$ cat src/sv/tle_pkg.sv
// Shared types, character codes and echo expansion helpers for the line editor.
// No dependencies; used by tle_front, tle_cmd_fifo, tle_back and the top level.
package tle_pkg;

    localparam logic [7:0] CH_NUL   = 8'd0;
    localparam logic [7:0] CH_BS    = 8'd8;
    localparam logic [7:0] CH_LF    = 8'd10;
    localparam logic [7:0] CH_CR    = 8'd13;
    localparam logic [7:0] CH_FS    = 8'd28;
    localparam logic [7:0] CH_SP    = 8'd32;
    localparam logic [7:0] CH_ZERO  = 8'd48;
    localparam logic [7:0] CH_AT    = 8'd64;
    localparam logic [7:0] CH_BSL   = 8'd92;
    localparam logic [7:0] CH_CARET = 8'd94;
    localparam logic [7:0] CH_DEL   = 8'd127;

    localparam logic OP_RECEIVE = 1'b0;
    localparam logic OP_TAKE    = 1'b1;

    localparam logic [1:0] KIND_ECHO    = 2'd0;
    localparam logic [1:0] KIND_LINE    = 2'd1;
    localparam logic [1:0] KIND_NO_LINE = 2'd2;

    typedef enum logic [2:0] {
        CMD_CHAR,
        CMD_CARET,
        CMD_CRLF,
        CMD_ERASE3,
        CMD_ERASE6,
        CMD_DELIVER,
        CMD_NOLINE
    } cmd_code_t;

    // One unit of work for the back end: an echo sequence, a delivery or a no-line result.
    typedef struct packed {
        cmd_code_t  code;
        logic [7:0] data;
    } cmd_t;

    function automatic logic [2:0] beat_count(input cmd_code_t code);
        logic [2:0] n;
        unique case (code)
            CMD_CARET, CMD_CRLF: n = 3'd2;
            CMD_ERASE3:          n = 3'd3;
            CMD_ERASE6:          n = 3'd6;
            default:             n = 3'd1;
        endcase
        return n;
    endfunction

    function automatic logic [7:0] beat_byte(input cmd_code_t code, input logic [7:0] data,
                                             input logic [2:0] idx);
        logic [7:0] b;
        unique case (code)
            CMD_CARET:  b = (idx == 3'd0) ? CH_CARET : data;
            CMD_CRLF:   b = (idx == 3'd0) ? CH_CR : CH_LF;
            CMD_ERASE3: b = (idx == 3'd1) ? CH_SP : CH_BS;
            CMD_ERASE6: b = (idx == 3'd2 || idx == 3'd3) ? CH_SP : CH_BS;
            CMD_NOLINE: b = CH_NUL;
            default:    b = data;
        endcase
        return b;
    endfunction

    function automatic logic [1:0] beat_kind(input cmd_code_t code);
        logic [1:0] k;
        unique case (code)
            CMD_DELIVER: k = KIND_LINE;
            CMD_NOLINE:  k = KIND_NO_LINE;
            default:     k = KIND_ECHO;
        endcase
        return k;
    endfunction

endpackage

$ cat src/sv/tty_line_editor_echo.sv
// Terminal line editor with echo. The front end is full until an item is done:
// the accept edge reads the newest and oldest buffered bytes from the line memory,
// then execute edits the buffer and queues any command, waiting while the queue is
// full. The back end turns each command into one to six result beats, one per cycle
// while the output register is empty or popped; a two-entry command queue and the
// output register let input continue while results wait. Results are delivered in
// item order; the echo_enable register is written through its own valid/ready port.
// Depends on tle_pkg, tle_front, tle_cmd_fifo and tle_back.
module tty_line_editor_echo #(
    parameter int LINE_DEPTH = 64
) (
    input  logic        clk,
    input  logic        rst_n,
    input  logic        push,
    output logic        full,
    input  logic        operation,
    input  logic [7:0]  rx_byte,
    output logic        empty,
    input  logic        pop,
    output logic [1:0]  out_kind,
    output logic [7:0]  out_byte,
    output logic        last,
    input  logic        cfg_valid,
    output logic        cfg_ready,
    input  logic        echo_enable
);

    tle_pkg::cmd_t  push_cmd;
    tle_pkg::cmd_t  head_cmd;
    logic           cmd_push;
    logic           cmd_full;
    logic           cmd_pop;
    logic           cmd_empty;

    assign cfg_ready = 1'b1;

    tle_front #(
        .LINE_DEPTH (LINE_DEPTH)
    ) u_front (
        .clk         (clk),
        .rst_n       (rst_n),
        .push        (push),
        .full        (full),
        .operation   (operation),
        .rx_byte     (rx_byte),
        .cfg_valid   (cfg_valid),
        .echo_enable (echo_enable),
        .cmd_full    (cmd_full),
        .cmd_push    (cmd_push),
        .cmd         (push_cmd)
    );

    tle_cmd_fifo u_fifo (
        .clk     (clk),
        .rst_n   (rst_n),
        .wr_en   (cmd_push),
        .wr_cmd  (push_cmd),
        .q_full  (cmd_full),
        .rd_en   (cmd_pop),
        .rd_cmd  (head_cmd),
        .q_empty (cmd_empty)
    );

    tle_back u_back (
        .clk       (clk),
        .rst_n     (rst_n),
        .head_cmd  (head_cmd),
        .cmd_empty (cmd_empty),
        .cmd_pop   (cmd_pop),
        .empty     (empty),
        .pop       (pop),
        .out_kind  (out_kind),
        .out_byte  (out_byte),
        .last      (last)
    );

endmodule

$ cat src/sv/tle_front.sv
// Front end: accepts items, owns the line buffer and its indices, classifies each
// item and issues echo, delivery and no-line commands. Depends on tle_pkg.
module tle_front #(
    parameter int LINE_DEPTH = 64
) (
    input  logic            clk,
    input  logic            rst_n,
    input  logic            push,
    output logic            full,
    input  logic            operation,
    input  logic [7:0]      rx_byte,
    input  logic            cfg_valid,
    input  logic            echo_enable,
    input  logic            cmd_full,
    output logic            cmd_push,
    output tle_pkg::cmd_t   cmd
);

    localparam int IW = (LINE_DEPTH > 1) ? $clog2(LINE_DEPTH) : 1;
    localparam int CW = $clog2(LINE_DEPTH + 1);
    localparam logic [IW-1:0] LAST_SLOT = IW'(LINE_DEPTH - 1);
    localparam logic [CW-1:0] DEPTH_CNT = CW'(LINE_DEPTH);

    typedef enum logic [1:0] {
        FS_IDLE = 2'b01,
        FS_EXEC = 2'b10
    } fstate_t;

    fstate_t        state_reg, state_next;
    logic           op_reg, op_next;
    logic [7:0]     byte_reg, byte_next;
    logic           echo_reg, echo_next;
    logic [IW-1:0]  write_index_reg, write_index_next;
    logic [IW-1:0]  read_index_reg, read_index_next;
    logic [CW-1:0]  fill_count_reg, fill_count_next;
    logic [CW-1:0]  newline_count_reg, newline_count_next;
    logic [7:0]     tail_data_reg;
    logic [7:0]     head_data_reg;

    logic [7:0]     line_mem [LINE_DEPTH];

    logic           accept;
    logic           fire;
    logic           need_cmd;
    logic           do_store;
    logic           do_take;
    logic           do_erase;
    logic           buf_full;
    logic [7:0]     ch;
    logic [IW-1:0]  tail_slot;
    logic [IW-1:0]  write_succ;
    logic [IW-1:0]  read_succ;
    tle_pkg::cmd_t  cmd_c;

    assign full   = (state_reg != FS_IDLE);
    assign accept = push && (state_reg == FS_IDLE);

    assign tail_slot  = (write_index_reg == '0) ? LAST_SLOT : write_index_reg - IW'(1);
    assign write_succ = (write_index_reg == LAST_SLOT) ? '0 : write_index_reg + IW'(1);
    assign read_succ  = (read_index_reg == LAST_SLOT) ? '0 : read_index_reg + IW'(1);
    assign buf_full   = (fill_count_reg == DEPTH_CNT);

    assign ch = (byte_reg == tle_pkg::CH_CR) ? tle_pkg::CH_LF : byte_reg;

    always_comb
    begin
        need_cmd   = 1'b0;
        do_store   = 1'b0;
        do_take    = 1'b0;
        do_erase   = 1'b0;
        cmd_c.code = tle_pkg::CMD_CHAR;
        cmd_c.data = ch;
        if (op_reg == tle_pkg::OP_TAKE)
        begin
            need_cmd = 1'b1;
            if (newline_count_reg == '0)
            begin
                cmd_c.code = tle_pkg::CMD_NOLINE;
                cmd_c.data = tle_pkg::CH_NUL;
            end
            else
            begin
                do_take    = 1'b1;
                cmd_c.code = tle_pkg::CMD_DELIVER;
                cmd_c.data = head_data_reg;
            end
        end
        else if (!echo_reg)
        begin
            do_store = 1'b1;
        end
        else if (ch == tle_pkg::CH_BS || ch == tle_pkg::CH_DEL)
        begin
            // never erase past a line end
            if (fill_count_reg != '0 && tail_data_reg != tle_pkg::CH_LF)
            begin
                do_erase   = 1'b1;
                need_cmd   = 1'b1;
                cmd_c.code = (tail_data_reg < tle_pkg::CH_SP) ? tle_pkg::CMD_ERASE6
                                                              : tle_pkg::CMD_ERASE3;
            end
        end
        else
        begin
            need_cmd = 1'b1;
            do_store = 1'b1;
            if (ch == tle_pkg::CH_LF)
            begin
                cmd_c.code = tle_pkg::CMD_CRLF;
            end
            else if (ch == tle_pkg::CH_NUL)
            begin
                cmd_c.code = tle_pkg::CMD_CARET;
                cmd_c.data = tle_pkg::CH_ZERO;
            end
            else if (ch == tle_pkg::CH_FS)
            begin
                cmd_c.code = tle_pkg::CMD_CARET;
                cmd_c.data = tle_pkg::CH_BSL;
            end
            else if (ch < tle_pkg::CH_SP)
            begin
                cmd_c.code = tle_pkg::CMD_CARET;
                cmd_c.data = tle_pkg::CH_AT + ch;
            end
        end
    end

    assign fire     = (state_reg == FS_EXEC) && (!need_cmd || !cmd_full);
    assign cmd_push = fire && need_cmd;
    assign cmd      = cmd_c;

    always_comb
    begin
        state_next         = state_reg;
        op_next            = op_reg;
        byte_next          = byte_reg;
        echo_next          = cfg_valid ? echo_enable : echo_reg;
        write_index_next   = write_index_reg;
        read_index_next    = read_index_reg;
        fill_count_next    = fill_count_reg;
        newline_count_next = newline_count_reg;
        if (accept)
        begin
            state_next = FS_EXEC;
            op_next    = operation;
            byte_next  = rx_byte;
        end
        if (fire)
        begin
            state_next = FS_IDLE;
            if (do_take)
            begin
                read_index_next = read_succ;
                fill_count_next = fill_count_reg - CW'(1);
                if (head_data_reg == tle_pkg::CH_LF)
                begin
                    newline_count_next = newline_count_reg - CW'(1);
                end
            end
            if (do_erase)
            begin
                write_index_next = tail_slot;
                fill_count_next  = fill_count_reg - CW'(1);
            end
            if (do_store && !buf_full)
            begin
                write_index_next = write_succ;
                fill_count_next  = fill_count_reg + CW'(1);
                if (ch == tle_pkg::CH_LF)
                begin
                    newline_count_next = newline_count_reg + CW'(1);
                end
            end
        end
    end

    always_ff @(posedge clk or negedge rst_n)
    begin
        if (!rst_n)
        begin
            state_reg         <= FS_IDLE;
            echo_reg          <= 1'b1;
            write_index_reg   <= '0;
            read_index_reg    <= '0;
            fill_count_reg    <= '0;
            newline_count_reg <= '0;
        end
        else
        begin
            state_reg         <= state_next;
            echo_reg          <= echo_next;
            write_index_reg   <= write_index_next;
            read_index_reg    <= read_index_next;
            fill_count_reg    <= fill_count_next;
            newline_count_reg <= newline_count_next;
        end
    end

    always_ff @(posedge clk)
    begin
        op_reg   <= op_next;
        byte_reg <= byte_next;
    end

    // Both candidate bytes are read on the accept edge and held for the execute state.
    always_ff @(posedge clk)
    begin
        if (fire && do_store && !buf_full)
        begin
            line_mem[write_index_reg] <= ch;
        end
        if (accept)
        begin
            tail_data_reg <= line_mem[tail_slot];
            head_data_reg <= line_mem[read_index_reg];
        end
    end

endmodule

$ cat src/sv/tle_cmd_fifo.sv
// Two-entry command queue between the front and back ends.
// Depends on tle_pkg for the command type.
module tle_cmd_fifo (
    input  logic            clk,
    input  logic            rst_n,
    input  logic            wr_en,
    input  tle_pkg::cmd_t   wr_cmd,
    output logic            q_full,
    input  logic            rd_en,
    output tle_pkg::cmd_t   rd_cmd,
    output logic            q_empty
);

    tle_pkg::cmd_t  slot_reg [2];
    logic           wr_ptr_reg, wr_ptr_next;
    logic           rd_ptr_reg, rd_ptr_next;
    logic [1:0]     count_reg, count_next;
    logic           do_wr;
    logic           do_rd;

    assign q_full  = (count_reg == 2'd2);
    assign q_empty = (count_reg == 2'd0);
    assign rd_cmd  = slot_reg[rd_ptr_reg];
    assign do_wr   = wr_en && !q_full;
    assign do_rd   = rd_en && !q_empty;

    always_comb
    begin
        wr_ptr_next = do_wr ? ~wr_ptr_reg : wr_ptr_reg;
        rd_ptr_next = do_rd ? ~rd_ptr_reg : rd_ptr_reg;
        count_next  = count_reg;
        if (do_wr && !do_rd)
        begin
            count_next = count_reg + 2'd1;
        end
        else if (do_rd && !do_wr)
        begin
            count_next = count_reg - 2'd1;
        end
    end

    always_ff @(posedge clk or negedge rst_n)
    begin
        if (!rst_n)
        begin
            wr_ptr_reg <= 1'b0;
            rd_ptr_reg <= 1'b0;
            count_reg  <= 2'd0;
        end
        else
        begin
            wr_ptr_reg <= wr_ptr_next;
            rd_ptr_reg <= rd_ptr_next;
            count_reg  <= count_next;
        end
    end

    always_ff @(posedge clk)
    begin
        if (do_wr)
        begin
            slot_reg[wr_ptr_reg] <= wr_cmd;
        end
    end

endmodule

$ cat src/sv/tle_back.sv
// Back end: expands each queued command into result beats, loaded one per cycle
// into the output register while it is empty or popped. Depends on tle_pkg.
module tle_back (
    input  logic            clk,
    input  logic            rst_n,
    input  tle_pkg::cmd_t   head_cmd,
    input  logic            cmd_empty,
    output logic            cmd_pop,
    output logic            empty,
    input  logic            pop,
    output logic [1:0]      out_kind,
    output logic [7:0]      out_byte,
    output logic            last
);

    logic           out_valid_reg, out_valid_next;
    logic [1:0]     out_kind_reg, out_kind_next;
    logic [7:0]     out_byte_reg, out_byte_next;
    logic           out_last_reg, out_last_next;
    logic [2:0]     beat_idx_reg, beat_idx_next;
    logic           load;
    logic           final_beat;

    assign load       = (!out_valid_reg || pop) && !cmd_empty;
    assign final_beat = (beat_idx_reg == tle_pkg::beat_count(head_cmd.code) - 3'd1);
    assign cmd_pop    = load && final_beat;

    always_comb
    begin
        out_valid_next = out_valid_reg;
        out_kind_next  = out_kind_reg;
        out_byte_next  = out_byte_reg;
        out_last_next  = out_last_reg;
        beat_idx_next  = beat_idx_reg;
        if (load)
        begin
            out_valid_next = 1'b1;
            out_kind_next  = tle_pkg::beat_kind(head_cmd.code);
            out_byte_next  = tle_pkg::beat_byte(head_cmd.code, head_cmd.data, beat_idx_reg);
            out_last_next  = final_beat;
            beat_idx_next  = final_beat ? 3'd0 : beat_idx_reg + 3'd1;
        end
        else if (pop)
        begin
            out_valid_next = 1'b0;
        end
    end

    always_ff @(posedge clk or negedge rst_n)
    begin
        if (!rst_n)
        begin
            out_valid_reg <= 1'b0;
            beat_idx_reg  <= 3'd0;
        end
        else
        begin
            out_valid_reg <= out_valid_next;
            beat_idx_reg  <= beat_idx_next;
        end
    end

    always_ff @(posedge clk)
    begin
        out_kind_reg <= out_kind_next;
        out_byte_reg <= out_byte_next;
        out_last_reg <= out_last_next;
    end

    assign empty    = !out_valid_reg;
    assign out_kind = out_kind_reg;
    assign out_byte = out_byte_reg;
    assign last     = out_last_reg;

endmodule

$ cat config.mk
export PLATFORM = sky130hd
export DESIGN_NAME = tty_line_editor_echo
export DESIGN_NICKNAME = d
export VERILOG_FILES = /design/src/sv/tle_pkg.sv /design/src/sv/tty_line_editor_echo.sv /design/src/sv/tle_front.sv /design/src/sv/tle_cmd_fifo.sv /design/src/sv/tle_back.sv
export SDC_FILE = /design/constraint.sdc
export NUM_CORES = 1
export LEC_CHECK = 0
export BUFFER_PORTS_ARGS = -buffer_cell sky130_fd_sc_hd__buf_2
export CORE_MARGIN = 3
export CORE_UTILIZATION = 40
export DETAILED_ROUTE_END_ITERATION = 10
export PLACE_DENSITY = 0.63
export SLEW_MARGIN = 20
export SYNTH_ARGS = -nofsm -noshare
export SYNTH_HDL_FRONTEND = slang
export SYNTH_HIERARCHICAL = 1
export SYNTH_SLANG_ARGS = --single-unit
$ cat constraint.sdc
create_clock -name clk -period 5.55 [get_ports clk]
set_clock_uncertainty 0.15 [all_clocks]
set_input_delay 0.555 -clock clk [delete_from_list [all_inputs] [get_ports clk]]
set_output_delay 0.555 -clock clk [all_outputs]
set_load 0.02 [all_outputs]
==> flow_summary.toml <==
[clock_network]
htree_levels = 3
cts_buffers = 67
cts_tree = "yes"
cts.clk_slew.worst_paths_ps = 60
cts_sinks = 607
worstSkewPairLatency_ps = 620
cts_root_buf = "clkbuf_16"
clk_path_buf_depth = 3
cts_resized = 0

[finish]
fin_util = 0.461
area_growth_pct = 13.0
multi_input_area_mm2 = 0.0107
fin_nets = 2074
fill_cells = 6285
layout-drive-gt1-share = 0.231
regArea_mm2 = 0.0181
largest_reg_flops = 512

[synth]
synth_area_leaders = "edfxtp_1, mux4_2, nand2_1"
yosys_warnings = 6
synth_area_leader_cell = "edfxtp_1"
synth-seq-cells = 607
ys_seq_area_frac = 0.614
synth_edf_count = 570
synth_fp_nets = 2018
synthFlopType = "edfxtp_1"
synth_top_cell_area_share = 0.582
syn_avg_cell_area_um2 = 14.8
synth_cell_types = 84
synthArstFlopShare = 0.0610
netlist_instances = 1984
syn_area_mm2 = 0.0294

[grt]
antenna_found_initial = 2
grtUsageMet1 = 0.311
use_met3 = 0.0428
groute.usage.overall = 0.227
first_global_vias = 19000
grt_max_degree = 133
grt_first_pass_wirelength_um = 129000
grt.busiest_layer = "met2"
grt_overflow = 0
met2_usage = 0.361

[job]
maxCapViolCount = 0

[timing]
worstMarginPinSlew_ps = 1170
rsz0062_at_grt = "no"
period_share = 0.903
finalSetupTns_ps = 0
maxSlewHeadroom = 0.219
slew_violations = 0
hold_slack_ps = 42.7
setup_viol = 0
hold_violations = 0
max_freq_mhz = 200
fin_crit_ps = 5010

[worst_setup_path]
crit_start = "u_front/write_index_reg[0]"
cp.required_ps = 5890
r2r_setup_slack_ps = 540
cp_max_fo = 19
cp-end-kind = "register"
r2r_start = "u_front/write_index_reg[0]"
start_kind = "register"
setup.worst_path.class = "reg2reg"
rr_worst_depth = 9
timing.rr.end = "u_front/tail_data_reg[6]"
crit_arrival_ps = 5350

[die]
dieArea_mm2 = 0.0768
start_util = 0.408
dieWidth_um = 277
fp.dieH_um = 277
core_area_mm2 = 0.0721
num_rows = 98
io_pins = 29

[detailed_routing]
wire_per_inst_um = 28.8
drt_iter0_drc = 2232
vias = 19300
firstDrtPassIters = 5
drt-total-wl_um = 87500
routed_via_density = 6.34
ant_nets = 0
drc_errors = 0

[pwr]
power_leakage_nw = 10.9
power_mw = 18.4
vdd_ir_drop_max_mv = 0.338
power_density_mw_per_mm2 = 555

[worst_hold_path]
hold_depth = 1
worstHoldStart = "rx_byte[6]"
timing.hold.worst_endpoint = "u_front/byte_reg[6]"
min_path_type = "in2reg"

[place]
gp_congestion = 0.918
io_buffer_count = 27
dp.final_hpwl_um = 57900

[status]
outcome = "finished clean"
## cell families after synthesis
family | count (synthesis) | share of synthesized area
other | 1 | 0.000128
AOI/OAI and AO/OA | 345 | 0.0791
buffers and inverters | 171 | 0.0239
xor gates and xnor gates | 21 | 0.00625
muxes | 277 | 0.183
DFF | 607 | 0.614
adders and majority gates | 19 | 0.00834
and+or+nand+nor | 543 | 0.0862
## metal layers
metal / part of all wire / vias up / wire length, um
met1: 0.40 / 9909 / 34800
met4: 0.041 / 0 / 3570
met5: 0 / - / 0
met2: 0.47 / 1132 / 41200
li1: - / 8037 / -
met3: 0.091 / 202 / 7930
## synth_stat cells, drive strengths merged (9+ instances only)
cell      n
ha       18
a22o     18
dfrtp    35
o22ai     9
nor3     40
a21oi   109
nor2     94
a22oi    43
o21ai    43
xnor2    13
nand3    59
nand2b   13
mux2i    48
nand2   250
a31oi    25
mux4    205
inv      25
mux2     24
a32oi    15
or4       9
or2       9
and3     18
edfxtp  570
buf      54
clkbuf   92
## worst max-delay path, cell delays in order (launching register included)
cell and delay (ps):
dfrtp_1 570, inv_1 480, ha_1 370, nor4b_1 780, o21a_4 480, buf_4 400
mux2_2 420, a21oi_1 210, nor4b_1 780, o311a_1 230
## area by class of cell
type,count,area share
Tap cell,950,0.0358
Timing Repair Buffer,133,0.0322
Clock inverter,32,0.00885
Clock buffer,85,0.0538
Antenna cell,4,0.000301
Inverter,25,0.00282
Sequential cell,607,0.543
Multi-Input combinational cell,1206,0.323
## worst max path at each step
stage                                          end  slack, ps  cells past startpoint
final                     u_front/tail_data_reg[6]        540                      9
after global routing      u_front/tail_data_reg[6]        270                      9
after CTS                 u_front/tail_data_reg[6]        710                      9
after detailed placement  u_front/tail_data_reg[6]        740                      9
after global placement    u_front/tail_data_reg[6]        790                      9
after floorplan             u_front/line_mem[0][0]       1350                      3
## report_power, final
group	internal (mW)	leakage (nW)	total (mW)	switching, mW
registers	5.49	5.60	5.85	0.362
logic	3.04	4.32	8.30	5.26
clock network	2.51	1.01	4.29	1.78
total	11.0	10.9	18.4	7.41
## stage by stage
step / instances / area (um2) / setup slack, ps
2_1_floorplan: 1984 / 29400 / 1350
3_3_place_gp: 2910 / 31000 / 789
3_5_place_dp: 2910 / 31000 / 742
4_1_cts: 3038 / 33200 / 713
5_1_grt: 3038 / 33200 / 268
6_report: 3042 / 33200 / 541
## what timing repair did
item | CTS | global route
endpoints found under the setup margin | 0 | 0
buffers inserted | 0 | 0
hold endpoints to repair | 44 | 0
hold buffers | 11 | 0
## cell usage in the layout (no fill, tap or decap), types with 12 or more instances in the layout
cell type    n
buf_2       27
nor3_1      38
nor2_2      12
nand2b_1    13
clkbuf_16   69
dfrtp_1     31
a22o_1      18
a21oi_1    107
mux4_2     205
buf_4       86
ha_1        18
edfxtp_1   570
a32oi_1     14
nand3_1     59
mux2_2      13
a31oi_1     24
nor2_1      82
a22oi_1     43
o21ai_0     35
and3_1      16
nand2_1    249
mux2i_1     48
xnor2_1     13
inv_1       23
clkbuf_1    16
Power figures use the tool's default switching activity.
